`src/hsv2rgb_pkg.sv`:
```
package hsv2rgb_pkg;

  // Color sector index, hue / 43
  typedef logic [2:0] sector_t;

  localparam sector_t SEC_RED_YEL = 3'd0;
  localparam sector_t SEC_YEL_GRN = 3'd1;
  localparam sector_t SEC_GRN_CYN = 3'd2;
  localparam sector_t SEC_CYN_BLU = 3'd3;
  localparam sector_t SEC_BLU_MAG = 3'd4;
  localparam sector_t SEC_MAG_RED = 3'd5;

  localparam int unsigned HueSpan = 43;

  // After sector split: sector, scaled remainder, raw saturation and value
  typedef struct packed {
    logic       grey;
    sector_t    sector;
    logic [7:0] rem;
    logic [7:0] sat;
    logic [7:0] val;
  } split_t;

  // After saturation products: the three multiplier factors (255 - k)
  typedef struct packed {
    logic       grey;
    sector_t    sector;
    logic [7:0] val;
    logic [7:0] f_floor;
    logic [7:0] f_fall;
    logic [7:0] f_rise;
  } factor_t;

  // After value products: the three channel terms
  typedef struct packed {
    logic       grey;
    sector_t    sector;
    logic [7:0] val;
    logic [7:0] t_floor;
    logic [7:0] t_fall;
    logic [7:0] t_rise;
  } term_t;

endpackage

```
`src/hsv2rgb_if.sv`:
```
interface hsv2rgb_hsv_if;
  logic       valid;
  logic       ready;
  logic [7:0] hue;
  logic [7:0] saturation;
  logic [7:0] brightness_value;

  modport source (output valid, hue, saturation, brightness_value, input ready);
  modport sink (input valid, hue, saturation, brightness_value, output ready);
endinterface

interface hsv2rgb_rgb_if;
  logic       valid;
  logic       ready;
  logic [7:0] red;
  logic [7:0] green;
  logic [7:0] blue;

  modport source (output valid, red, green, blue, input ready);
  modport sink (input valid, red, green, blue, output ready);
endinterface

```
`src/hsv2rgb_split.sv`:
```
module hsv2rgb_split (
  input  logic                clk_i,
  input  logic                rst_ni,
  input  logic                valid_i,
  output logic                ready_o,
  input  logic [7:0]          hue_i,
  input  logic [7:0]          sat_i,
  input  logic [7:0]          val_i,
  output logic                valid_o,
  input  logic                ready_i,
  output hsv2rgb_pkg::split_t data_o
);

  localparam logic [7:0] Span1 = 8'(hsv2rgb_pkg::HueSpan);
  localparam logic [7:0] Span2 = 8'(2 * hsv2rgb_pkg::HueSpan);
  localparam logic [7:0] Span3 = 8'(3 * hsv2rgb_pkg::HueSpan);
  localparam logic [7:0] Span4 = 8'(4 * hsv2rgb_pkg::HueSpan);
  localparam logic [7:0] Span5 = 8'(5 * hsv2rgb_pkg::HueSpan);

  logic                 valid_q;
  hsv2rgb_pkg::split_t  data_d, data_q;
  hsv2rgb_pkg::sector_t sector;
  logic [7:0]           base;
  logic [5:0]           rem_raw;
  logic [7:0]           diff;

  // Pick the sector by comparing against the sector starts
  always_comb begin
    if (hue_i >= Span5) begin
      sector = hsv2rgb_pkg::SEC_MAG_RED;
      base   = Span5;
    end else if (hue_i >= Span4) begin
      sector = hsv2rgb_pkg::SEC_BLU_MAG;
      base   = Span4;
    end else if (hue_i >= Span3) begin
      sector = hsv2rgb_pkg::SEC_CYN_BLU;
      base   = Span3;
    end else if (hue_i >= Span2) begin
      sector = hsv2rgb_pkg::SEC_GRN_CYN;
      base   = Span2;
    end else if (hue_i >= Span1) begin
      sector = hsv2rgb_pkg::SEC_YEL_GRN;
      base   = Span1;
    end else begin
      sector = hsv2rgb_pkg::SEC_RED_YEL;
      base   = 8'd0;
    end
    diff    = hue_i - base;
    rem_raw = diff[5:0];
  end

  // Scale the remainder by six: 4x + 2x, at most 252
  always_comb begin
    data_d.grey   = (sat_i == 8'd0);
    data_d.sector = sector;
    data_d.rem    = {rem_raw, 2'b00} + {1'b0, rem_raw, 1'b0};
    data_d.sat    = sat_i;
    data_d.val    = val_i;
  end

  assign ready_o = !valid_q || ready_i;

  always_ff @(posedge clk_i or negedge rst_ni) begin
    if (!rst_ni) begin
      valid_q <= 1'b0;
    end else if (ready_o) begin
      valid_q <= valid_i;
    end
  end

  // Load payload only on an accepted request
  always_ff @(posedge clk_i) begin
    if (ready_o && valid_i) begin
      data_q <= data_d;
    end
  end

  assign valid_o = valid_q;
  assign data_o  = data_q;

endmodule

```
`src/hsv2rgb_factor.sv`:
```
module hsv2rgb_factor (
  input  logic                 clk_i,
  input  logic                 rst_ni,
  input  logic                 valid_i,
  output logic                 ready_o,
  input  hsv2rgb_pkg::split_t  data_i,
  output logic                 valid_o,
  input  logic                 ready_i,
  output hsv2rgb_pkg::factor_t data_o
);

  logic                 valid_q;
  hsv2rgb_pkg::factor_t data_d, data_q;
  logic [15:0]          prod_fall;
  logic [15:0]          prod_rise;
  logic [7:0]           rem_inv;

  // Saturation times remainder and its complement
  always_comb begin
    rem_inv   = 8'd255 - data_i.rem;
    prod_fall = 16'(data_i.sat) * 16'(data_i.rem);
    prod_rise = 16'(data_i.sat) * 16'(rem_inv);
  end

  // Turn each k into its factor 255 - k
  always_comb begin
    data_d.grey    = data_i.grey;
    data_d.sector  = data_i.sector;
    data_d.val     = data_i.val;
    data_d.f_floor = 8'd255 - data_i.sat;
    data_d.f_fall  = 8'd255 - prod_fall[15:8];
    data_d.f_rise  = 8'd255 - prod_rise[15:8];
  end

  assign ready_o = !valid_q || ready_i;

  always_ff @(posedge clk_i or negedge rst_ni) begin
    if (!rst_ni) begin
      valid_q <= 1'b0;
    end else if (ready_o) begin
      valid_q <= valid_i;
    end
  end

  always_ff @(posedge clk_i) begin
    if (ready_o && valid_i) begin
      data_q <= data_d;
    end
  end

  assign valid_o = valid_q;
  assign data_o  = data_q;

endmodule

```
`src/hsv2rgb_scale.sv`:
```
module hsv2rgb_scale (
  input  logic                 clk_i,
  input  logic                 rst_ni,
  input  logic                 valid_i,
  output logic                 ready_o,
  input  hsv2rgb_pkg::factor_t data_i,
  output logic                 valid_o,
  input  logic                 ready_i,
  output hsv2rgb_pkg::term_t   data_o
);

  logic               valid_q;
  hsv2rgb_pkg::term_t data_d, data_q;
  logic [15:0]        prod_floor;
  logic [15:0]        prod_fall;
  logic [15:0]        prod_rise;

  // Value times each factor, keep the upper byte
  always_comb begin
    prod_floor = 16'(data_i.val) * 16'(data_i.f_floor);
    prod_fall  = 16'(data_i.val) * 16'(data_i.f_fall);
    prod_rise  = 16'(data_i.val) * 16'(data_i.f_rise);

    data_d.grey    = data_i.grey;
    data_d.sector  = data_i.sector;
    data_d.val     = data_i.val;
    data_d.t_floor = prod_floor[15:8];
    data_d.t_fall  = prod_fall[15:8];
    data_d.t_rise  = prod_rise[15:8];
  end

  assign ready_o = !valid_q || ready_i;

  always_ff @(posedge clk_i or negedge rst_ni) begin
    if (!rst_ni) begin
      valid_q <= 1'b0;
    end else if (ready_o) begin
      valid_q <= valid_i;
    end
  end

  always_ff @(posedge clk_i) begin
    if (ready_o && valid_i) begin
      data_q <= data_d;
    end
  end

  assign valid_o = valid_q;
  assign data_o  = data_q;

endmodule

```
`src/hsv_to_rgb_8bit.sv`:
```
// HSV to RGB pixel converter, 8 bits per channel.
// hsv_i carries one request of hue, saturation and brightness_value; rgb_o
// returns one red, green, blue pixel per request, in request order. Both
// channels use valid/ready; a transfer happens on a clock edge with both high.
// Four register stages: sector split, saturation products, value products,
// channel select into the output register. Throughput is one pixel per
// cycle while rgb_o.ready stays high; the split stage holds one compare
// chain, each product stage one 8x8 multiply level, the output stage the select.
// A saturation of zero yields grey: all three channels equal the value.
// Reset (rst_ni low, asynchronous) empties all stages; no other state exists.
// When the receiver holds rgb_o.ready low, the output register holds its
// pixel and earlier stages keep filling; once all four are full, hsv_i.ready
// drops until the receiver takes the pixel. Nothing is lost or repeated.
module hsv_to_rgb_8bit (
  input  logic   clk_i,
  input  logic   rst_ni,
  hsv2rgb_hsv_if.sink   hsv_i,
  hsv2rgb_rgb_if.source rgb_o
);

  logic                 split_valid, split_ready;
  hsv2rgb_pkg::split_t  split_data;
  logic                 fac_valid, fac_ready;
  hsv2rgb_pkg::factor_t fac_data;
  logic                 term_valid, term_ready;
  hsv2rgb_pkg::term_t   term_data;

  logic       out_valid_q;
  logic [7:0] red_d, green_d, blue_d;
  logic [7:0] red_q, green_q, blue_q;

  hsv2rgb_split u_split (
    .clk_i   (clk_i),
    .rst_ni  (rst_ni),
    .valid_i (hsv_i.valid),
    .ready_o (hsv_i.ready),
    .hue_i   (hsv_i.hue),
    .sat_i   (hsv_i.saturation),
    .val_i   (hsv_i.brightness_value),
    .valid_o (split_valid),
    .ready_i (split_ready),
    .data_o  (split_data)
  );

  hsv2rgb_factor u_factor (
    .clk_i   (clk_i),
    .rst_ni  (rst_ni),
    .valid_i (split_valid),
    .ready_o (split_ready),
    .data_i  (split_data),
    .valid_o (fac_valid),
    .ready_i (fac_ready),
    .data_o  (fac_data)
  );

  hsv2rgb_scale u_scale (
    .clk_i   (clk_i),
    .rst_ni  (rst_ni),
    .valid_i (fac_valid),
    .ready_o (fac_ready),
    .data_i  (fac_data),
    .valid_o (term_valid),
    .ready_i (term_ready),
    .data_o  (term_data)
  );

  // Route the terms to channels by sector
  always_comb begin
    if (term_data.grey) begin
      red_d   = term_data.val;
      green_d = term_data.val;
      blue_d  = term_data.val;
    end else begin
      case (term_data.sector)
        hsv2rgb_pkg::SEC_RED_YEL: begin
          red_d   = term_data.val;
          green_d = term_data.t_rise;
          blue_d  = term_data.t_floor;
        end
        hsv2rgb_pkg::SEC_YEL_GRN: begin
          red_d   = term_data.t_fall;
          green_d = term_data.val;
          blue_d  = term_data.t_floor;
        end
        hsv2rgb_pkg::SEC_GRN_CYN: begin
          red_d   = term_data.t_floor;
          green_d = term_data.val;
          blue_d  = term_data.t_rise;
        end
        hsv2rgb_pkg::SEC_CYN_BLU: begin
          red_d   = term_data.t_floor;
          green_d = term_data.t_fall;
          blue_d  = term_data.val;
        end
        hsv2rgb_pkg::SEC_BLU_MAG: begin
          red_d   = term_data.t_rise;
          green_d = term_data.t_floor;
          blue_d  = term_data.val;
        end
        default: begin
          red_d   = term_data.val;
          green_d = term_data.t_floor;
          blue_d  = term_data.t_fall;
        end
      endcase
    end
  end

  // Output register: advance when empty or when the receiver takes the pixel
  assign term_ready = !out_valid_q || rgb_o.ready;

  always_ff @(posedge clk_i or negedge rst_ni) begin
    if (!rst_ni) begin
      out_valid_q <= 1'b0;
    end else if (term_ready) begin
      out_valid_q <= term_valid;
    end
  end

  always_ff @(posedge clk_i) begin
    if (term_ready && term_valid) begin
      red_q   <= red_d;
      green_q <= green_d;
      blue_q  <= blue_d;
    end
  end

  assign rgb_o.valid = out_valid_q;
  assign rgb_o.red   = red_q;
  assign rgb_o.green = green_q;
  assign rgb_o.blue  = blue_q;

endmodule

```
`src/flat_wrapper.sv`:
```
// flat-port wrapper written by rule: the top's interface ports become plain ports
module hsv_to_rgb_8bit_flat 
  (clk_i, rst_ni, hsv_i_valid, hsv_i_hue, hsv_i_saturation, hsv_i_brightness_value, hsv_i_ready, rgb_o_valid, rgb_o_red, rgb_o_green, rgb_o_blue, rgb_o_ready);
  hsv2rgb_hsv_if hsv_i_i ();
  hsv2rgb_rgb_if rgb_o_i ();
  input  logic clk_i;
  input  logic rst_ni;
  input wire logic [$bits(hsv_i_i.valid)-1:0] hsv_i_valid;
  input wire logic [$bits(hsv_i_i.hue)-1:0] hsv_i_hue;
  input wire logic [$bits(hsv_i_i.saturation)-1:0] hsv_i_saturation;
  input wire logic [$bits(hsv_i_i.brightness_value)-1:0] hsv_i_brightness_value;
  output wire logic [$bits(hsv_i_i.ready)-1:0] hsv_i_ready;
  output wire logic [$bits(rgb_o_i.valid)-1:0] rgb_o_valid;
  output wire logic [$bits(rgb_o_i.red)-1:0] rgb_o_red;
  output wire logic [$bits(rgb_o_i.green)-1:0] rgb_o_green;
  output wire logic [$bits(rgb_o_i.blue)-1:0] rgb_o_blue;
  input wire logic [$bits(rgb_o_i.ready)-1:0] rgb_o_ready;
  assign hsv_i_i.valid = hsv_i_valid;
  assign hsv_i_i.hue = hsv_i_hue;
  assign hsv_i_i.saturation = hsv_i_saturation;
  assign hsv_i_i.brightness_value = hsv_i_brightness_value;
  assign hsv_i_ready = hsv_i_i.ready;
  assign rgb_o_valid = rgb_o_i.valid;
  assign rgb_o_red = rgb_o_i.red;
  assign rgb_o_green = rgb_o_i.green;
  assign rgb_o_blue = rgb_o_i.blue;
  assign rgb_o_i.ready = rgb_o_ready;
  hsv_to_rgb_8bit u_core (.clk_i(clk_i), .rst_ni(rst_ni), .hsv_i(hsv_i_i), .rgb_o(rgb_o_i));
endmodule
```
`config.mk`:
```
export PLATFORM = sky130hd
export DESIGN_NAME = hsv_to_rgb_8bit_flat
export DESIGN_NICKNAME = d
export VERILOG_FILES = /design/src/hsv2rgb_pkg.sv /design/src/hsv2rgb_if.sv /design/src/hsv2rgb_split.sv /design/src/hsv2rgb_factor.sv /design/src/hsv2rgb_scale.sv /design/src/hsv_to_rgb_8bit.sv /design/src/flat_wrapper.sv
export SDC_FILE = /design/constraint.sdc
export NUM_CORES = 1
export LEC_CHECK = 0
export CAP_MARGIN = 20
export CORE_MARGIN = 2
export CORE_UTILIZATION = 61
export DETAILED_ROUTE_END_ITERATION = 8
export DONT_BUFFER_PORTS = 1
export MAX_ROUTING_LAYER = met4
export PLACE_DENSITY = 0.81
export SLEW_MARGIN = 15
export SYNTH_ARGS = -nofsm -noshare
export SYNTH_HDL_FRONTEND = slang
export SYNTH_SLANG_ARGS = --single-unit
```
`constraint.sdc`:
```
create_clock -name clk_i -period 6.37 [get_ports clk_i]
set_input_delay 1.274 -clock clk_i [delete_from_list [all_inputs] [get_ports clk_i]]
set_output_delay 1.274 -clock clk_i [all_outputs]
set_load 0.1 [all_outputs]
```
==> metrics.yaml, run 1 <==
status: "completed"
detailed_place.area_mm2: 0.0150
sort_of_element_at_the_start_of_the_critical_path: "flip-flop"
worstRegToRegCells: 15
layout.core_utilization_pct: 66.3
setup_repair_after_global_routing_missed_its_margin: "no"
critical_path_required_ns: 6.54
globalRouteOverflowTotal: 0
die_h_um: 159
final_common_cell: "sky130_fd_sc_hd__inv_1"
max_slew_margin_pct: 32.1
routabilityCongestion: 0.935
die_w_um: 159
timing.clock.skew_ns: 0.00874
cts.sinks: 127
core_area_mm2: 0.0235
r2r_end: "u_core.u_scale.data_o[7]"
finish.cell_count_without_fillers: 1798
first_global_vias: 10400
drt_iter0_markers: 590
synth_edf_count: 123
overall_routing_resource_usage_pct: 24.7
synth_fp_nets: 1859
ctsResizeCount: 0
r2r_setup_slack_ns: 1.42
post_synth_xor_area_fraction_pct: 2.89
cts.root.buffer_cell: "sky130_fd_sc_hd__clkbuf_16"
dp.final_hpwl_um: 22500
syn-instance-count: 1484
crit_path_max_incr_delay_ns: 0.89
route.vias.total: 10100
postLayoutCellArea_mm2: 0.0156
worst_path_most_repeated_cell: "sky130_fd_sc_hd__fa_1"
cts-root-to-sink-buffers: 2
end_point_of_the_most_critical_hold_path: "u_core.u_factor.data_o[35]"
clock_pin_slew_reported_for_the_worst_setup_and_hold_paths_after_clock_tree_synthesis_ns: 0.06
synth.ff_latch_count: 127
worstHoldPathCells: 0
critical_path.n_buffers_inverters: 3
period_needed_ns: 4.95
yosys.cell_types.count: 59
cp_data_arrival_time_ns: 5.12
worst_hold_path_type: "flip-flop to flip-flop"
largest_net_degree_at_the_start_of_global_routing: 37
ys_seq_area_share_pct: 25.8
grt_pass1_wl_um: 49100
final_ant_viol_nets: 0
layout-drive-gt1-share_pct: 3.58
mostFrequentLayoutCells: "268 x sky130_fd_sc_hd__inv_1, 176 x sky130_fd_sc_hd__ha_1, 171 x sky130_fd_sc_hd__fa_1"
remaining_drc_errors: 0
firstDrtPassIters: 5
design.portCount: 54
finalCritPeriodShare_pct: 77.7
post_synthesis_mux_area_share_pct: 2.59
worstReg2RegStart: "u_core.u_factor.data_o[28]"
synth_top_flop_cell: "sky130_fd_sc_hd__edfxtp_1"
final_number_of_hold_violating_endpoints: 0
post_synth_fa_ha_maj_area_fraction_pct: 38.2
insertedDiodeCount: 0
critical_path.top_delay_family: "adder cells"
cell_row_count: 56
holdCritStartpoint: "u_core.u_split.data_o[27]"
timing.setup.tns_ns: 0
synth-simple-area-share_pct: 15.6
post_synth_instance_area_mm2: 0.0147
post_synth.cell_area_avg_um2: 9.91
tightestPinTransition_ns: 1.02
max_cap_viol_count: 0
routed_wl_um: 28800
postCtsHoldBufs: 0
cell_with_the_largest_stage_delay_on_the_worst_path: "sky130_fd_sc_hd__edfxtp_1"
fmax_mhz: 202
cts_htree_levels: 4
largest_family_of_logic_cells_by_synthesized_area: "adder cells"
critPathMaxFanout: 25
cts_post_setup_buffers_inserted: 0
antenna_found_initial: 0
initial_core_util_pct: 62.5
postSynth.asyncResetShare_pct: 3.15
slew_viol_final: 0
post_drt_via_cell_ratio: 5.59
tritoncts_clock_tree: "built"
worst_skew_pair.late_latency_ns: 0.43
setup_viol_count_final: 0
yosys_warnings: 0
crit_path_cell_trace: "nand2_1, fa_1, inv_1, fa_1, fa_1, inv_1, fa_1, inv_1, ha_1, and3_1, and3_1, a211oi_2, o21ai_0, a31oi_1, xnor2_1"
avgRoutedWirePerCell_um: 16.0
num-nets-final: 1841
place.port_buffers: 0
dp.cells: 1766
worst-setup-path-type: "flip-flop to flip-flop"
critPathCaptureType: "flip-flop"
cts_inserted_buffers: 17
area_delta_synth_final_pct: 6.18
synth-compound-area-share_pct: 6.68
design.die.area_mm2: 0.0254
[routing by layer]
layer / track usage [%] / share of wire, % / vias up
met5: - / 0 / -
met4: 10.0 / 3.2 / 0
met3: 3.10 / 4.4 / 58
met2: 40.5 / 49 / 294
met1: 31.4 / 43 / 4936
li1: - / - / 4770
[per-stage QoR]
| stage | worst slack (ns) | hold slack (ns) |
|---|---|---|
| 2_1_floorplan | 1.71 | 0.400 |
| 3_3_place_gp | 1.57 | 0.401 |
| 3_5_place_dp | 1.45 | 0.406 |
| 4_1_cts | 1.41 | 0.420 |
| 5_1_grt | 1.06 | 0.431 |
| 6_report | 1.42 | 0.419 |
[cell usage after synthesis, types with 3 or more instances]
cell | n | area share (%)
sky130_fd_sc_hd__a211o_1 | 5 | 0.30
sky130_fd_sc_hd__a211oi_1 | 4 | 0.20
sky130_fd_sc_hd__a21o_1 | 13 | 0.66
sky130_fd_sc_hd__a21oi_1 | 36 | 1.2
sky130_fd_sc_hd__a221oi_1 | 8 | 0.48
sky130_fd_sc_hd__a22oi_1 | 9 | 0.46
sky130_fd_sc_hd__a31oi_1 | 4 | 0.17
sky130_fd_sc_hd__and2_1 | 123 | 5.2
sky130_fd_sc_hd__and3_1 | 5 | 0.21
sky130_fd_sc_hd__and4_1 | 4 | 0.24
sky130_fd_sc_hd__buf_2 | 7 | 0.24
sky130_fd_sc_hd__clkbuf_1 | 38 | 0.97
sky130_fd_sc_hd__dfrtp_1 | 4 | 0.68
sky130_fd_sc_hd__edfxtp_1 | 123 | 25
sky130_fd_sc_hd__fa_1 | 171 | 23
sky130_fd_sc_hd__ha_1 | 176 | 15
sky130_fd_sc_hd__inv_1 | 268 | 6.8
sky130_fd_sc_hd__mux2i_1 | 38 | 2.6
sky130_fd_sc_hd__nand2_1 | 159 | 4.1
sky130_fd_sc_hd__nand2b_1 | 31 | 1.3
sky130_fd_sc_hd__nand3_1 | 12 | 0.41
sky130_fd_sc_hd__nand4_1 | 6 | 0.26
sky130_fd_sc_hd__nor2_1 | 65 | 1.7
sky130_fd_sc_hd__nor2b_1 | 13 | 0.55
sky130_fd_sc_hd__nor3_1 | 25 | 0.85
sky130_fd_sc_hd__o21a_1 | 3 | 0.15
sky130_fd_sc_hd__o21ai_0 | 36 | 1.2
sky130_fd_sc_hd__o21bai_1 | 4 | 0.20
sky130_fd_sc_hd__o22ai_1 | 8 | 0.34
sky130_fd_sc_hd__xnor2_1 | 30 | 1.8
sky130_fd_sc_hd__xor2_1 | 16 | 0.95
[sequential cells by signal, summed over array words and instances, names as in the netlist]
name,flops
u_core.rgb_o.green,8
u_core.u_split.valid_o,1
u_core.u_scale.data_o,36
u_core.u_split.data_o,27
u_core.u_factor.data_o,36
u_core.u_scale.valid_o,1
u_core.rgb_o.valid,1
u_core.rgb_o.blue,8
u_core.u_factor.valid_o,1
u_core.rgb_o.red,8
[area by class of cell]
cell class,count,area [µm²]
clock buffer,17,425
timing repair buffer,11,82.6
clock inverter,15,191
inverter,269,1010
multi-input combinational,1040,9710
sequential,127,3790
tap,319,399
fill,1826,7930
[logic make-up after synthesis]
family                     after synthesis
and+or+nand+nor                        458
DFF                                    127
AOI/OAI and AO/OA                      150
muxes                                   38
adders and majority gates              347
buffers and inverters                  317
xor gates and xnor gates                47
[worst max-delay path by stage]
stage                                    start                          to  cells past startpoint
floorplan            u_core.u_split.data_o[23]  u_core.u_factor.data_o[14]                     16
CTS                 u_core.u_factor.data_o[28]    u_core.u_scale.data_o[7]                     15
finish              u_core.u_factor.data_o[28]    u_core.u_scale.data_o[7]                     15
detailed placement  u_core.u_factor.data_o[28]    u_core.u_scale.data_o[7]                     15
global placement     u_core.u_split.data_o[23]  u_core.u_factor.data_o[14]                     14
global route        u_core.u_factor.data_o[28]    u_core.u_scale.data_o[7]                     15
Power of run 1 is left out: the tool's default activity adds up to more than one toggle a clock period on the data nets, which glitch-free logic cannot reach.
==> inputs of run 2 (changes only) <==
==> constraint.sdc (replaced) <==
create_clock -name clk_i -period 4.85 [get_ports clk_i]
set_input_delay 0.97 -clock clk_i [delete_from_list [all_inputs] [get_ports clk_i]]
set_output_delay 0.97 -clock clk_i [all_outputs]
set_load 0.1 [all_outputs]
==> metrics.yaml, run 2 (same netlist as run 1, synthesis figures left out) <==
status: "completed"
worst_hold_path_type: "input port to asynchronous set/reset pin"
post_drt_via_cell_ratio: 5.62  # +0.38%
first_global_vias: 10700  # +3.2%
fin_ws_ns: 0.152  # -1.27 ns
drt_iter0_markers: 710  # +20%
final_common_cell: "sky130_fd_sc_hd__inv_1"
worst-setup-path-type: "flip-flop to flip-flop"
postCtsHoldBufs: 0  # unchanged
die_h_um: 159  # unchanged
globalRouteOverflowTotal: 0  # unchanged
route.vias.total: 10300  # +2.6%
cts-root-to-sink-buffers: 2  # unchanged
fmax_mhz: 213  # +5.4%
antenna_found_initial: 0  # unchanged
worstRegToRegCells: 14  # -1
design.die.area_mm2: 0.0254  # unchanged
area_delta_synth_final_pct: 8.63
cts.root.buffer_cell: "sky130_fd_sc_hd__clkbuf_16"
finalCritPeriodShare_pct: 96.9  # +19 points
sort_of_element_at_the_start_of_the_critical_path: "flip-flop"
core_area_mm2: 0.0235  # unchanged
firstDrtPassIters: 7  # +2
critical_path.top_delay_family: "adder cells"
worst_skew_pair.late_latency_ns: 0.43  # about the same
design.portCount: 54  # unchanged
die_w_um: 159  # unchanged
period_needed_ns: 4.70  # -0.254 ns
tritoncts_clock_tree: "built"
slew_viol_final: 0  # unchanged
final_number_of_hold_violating_endpoints: 0  # unchanged
worst-path-stages: 14  # -1
critPathCaptureType: "flip-flop"
setup_viol_count_final: 0  # unchanged
cts_inserted_buffers: 17  # unchanged
grt_pass1_wl_um: 50400  # +2.6%
critical_path_required_ns: 5.02  # -1.52 ns
final.fill_count: 1717  # -6.0%
mostFrequentLayoutCells: "266 x sky130_fd_sc_hd__inv_1, 174 x sky130_fd_sc_hd__ha_1, 171 x sky130_fd_sc_hd__fa_1"
crit_path_cell_trace: "and2_1, fa_1, inv_1, fa_1, fa_1, fa_1, inv_1, ha_4, a21o_1, a221oi_4, a21oi_2, or3_4, a21oi_2, xor2_1"
dp.final_hpwl_um: 23000  # +2.4%
final_ant_viol_nets: 0  # unchanged
cts.sinks: 127  # unchanged
crit_path_max_incr_delay_ns: 0.54  # -0.35 ns
remaining_drc_errors: 0  # unchanged
worst_path_most_repeated_cell: "sky130_fd_sc_hd__fa_1"
critPathMaxFanout: 7  # -72%
place_worst_setup_slack_ns: 0.127  # -1.33 ns
timing.clock.skew_ns: 0.00971  # +0.000972 ns
insertedDiodeCount: 0  # unchanged
max_slew_margin_pct: 31.2  # -0.92 points
clock_pin_slew_reported_for_the_worst_setup_and_hold_paths_after_clock_tree_synthesis_ns: 0.06  # about the same
overall_routing_resource_usage_pct: 25.2  # +0.48 points
cell_row_count: 56  # unchanged
routed_wl_um: 29600  # +3.0%
avgRoutedWirePerCell_um: 16.1  # +0.77%
place.port_buffers: 0  # unchanged
tightestPinTransition_ns: 1.03  # +0.0137 ns
cp_data_arrival_time_ns: 4.87  # -0.25 ns
num-nets-final: 1880  # +2.1%
max_cap_viol_count: 0  # unchanged
cts_htree_levels: 4  # unchanged
layout-drive-gt1-share_pct: 6.59  # +3.0 points
critical_path.n_buffers_inverters: 2  # -1
multiInputGateArea_mm2: 0.00976  # +0.45%
cell_with_the_largest_stage_delay_on_the_worst_path: "sky130_fd_sc_hd__fa_1"
area.sequential_mm2: 0.00379  # unchanged
routabilityCongestion: 0.919  # -1.7%
initial_core_util_pct: 62.5  # unchanged
largest_net_degree_at_the_start_of_global_routing: 37  # unchanged
## run 2: final cells by class
class	instances	area share [%]
flip-flops and latches	127	23.7
inverters	269	6.32
repair buffers	50	2.55
clock buffers	17	2.66
well taps	319	2.50
clock inverters	15	1.15
multi-input cells	1040	61.1
## run 2: final timing paths
path                                            from                         end  slack, ns
max in group asynchronous                     rst_ni          u_core.rgb_o.valid       4.55
setup reg to reg           u_core.u_split.data_o[11]  u_core.u_factor.data_o[14]       0.15
hold reg to reg            u_core.u_split.data_o[26]  u_core.u_factor.data_o[34]       0.42
hold / removal                                rst_ni      u_core.u_split.valid_o       0.23
setup / recovery           u_core.u_split.data_o[11]  u_core.u_factor.data_o[14]       0.15
min in group clk_i         u_core.u_split.data_o[26]  u_core.u_factor.data_o[34]       0.42
## run 2: per-stage QoR
step	cell area, µm²	util (%)	cells	hold WS [ns]	TNS, ns
after floorplan	14700	-	1484	0.400	0
after global placement	15200	64.6	1790	0.402	0
after detailed placement	15200	64.6	1790	0.405	0
after CTS	15800	67.2	1822	0.219	0
after global routing	16000	67.9	1837	0.210	-0.0300
final	16000	67.9	1837	0.230	0
## run 2: metal layers
metal  vias up  track usage, %  routed length (µm)
met3        67            3.28                1620
met1      5021            31.1               12200
li1       4855               -                   -
met4         0            8.88                 873
met2       372            42.9               14900
met5         -               -                   0
## run 2: repair_timing
action,4_1_cts,5_1_grt
resized for setup,0,10
buffers inserted,0,15
endpoints found under the setup margin,0,13
Power of run 2 is left out for the same reason.
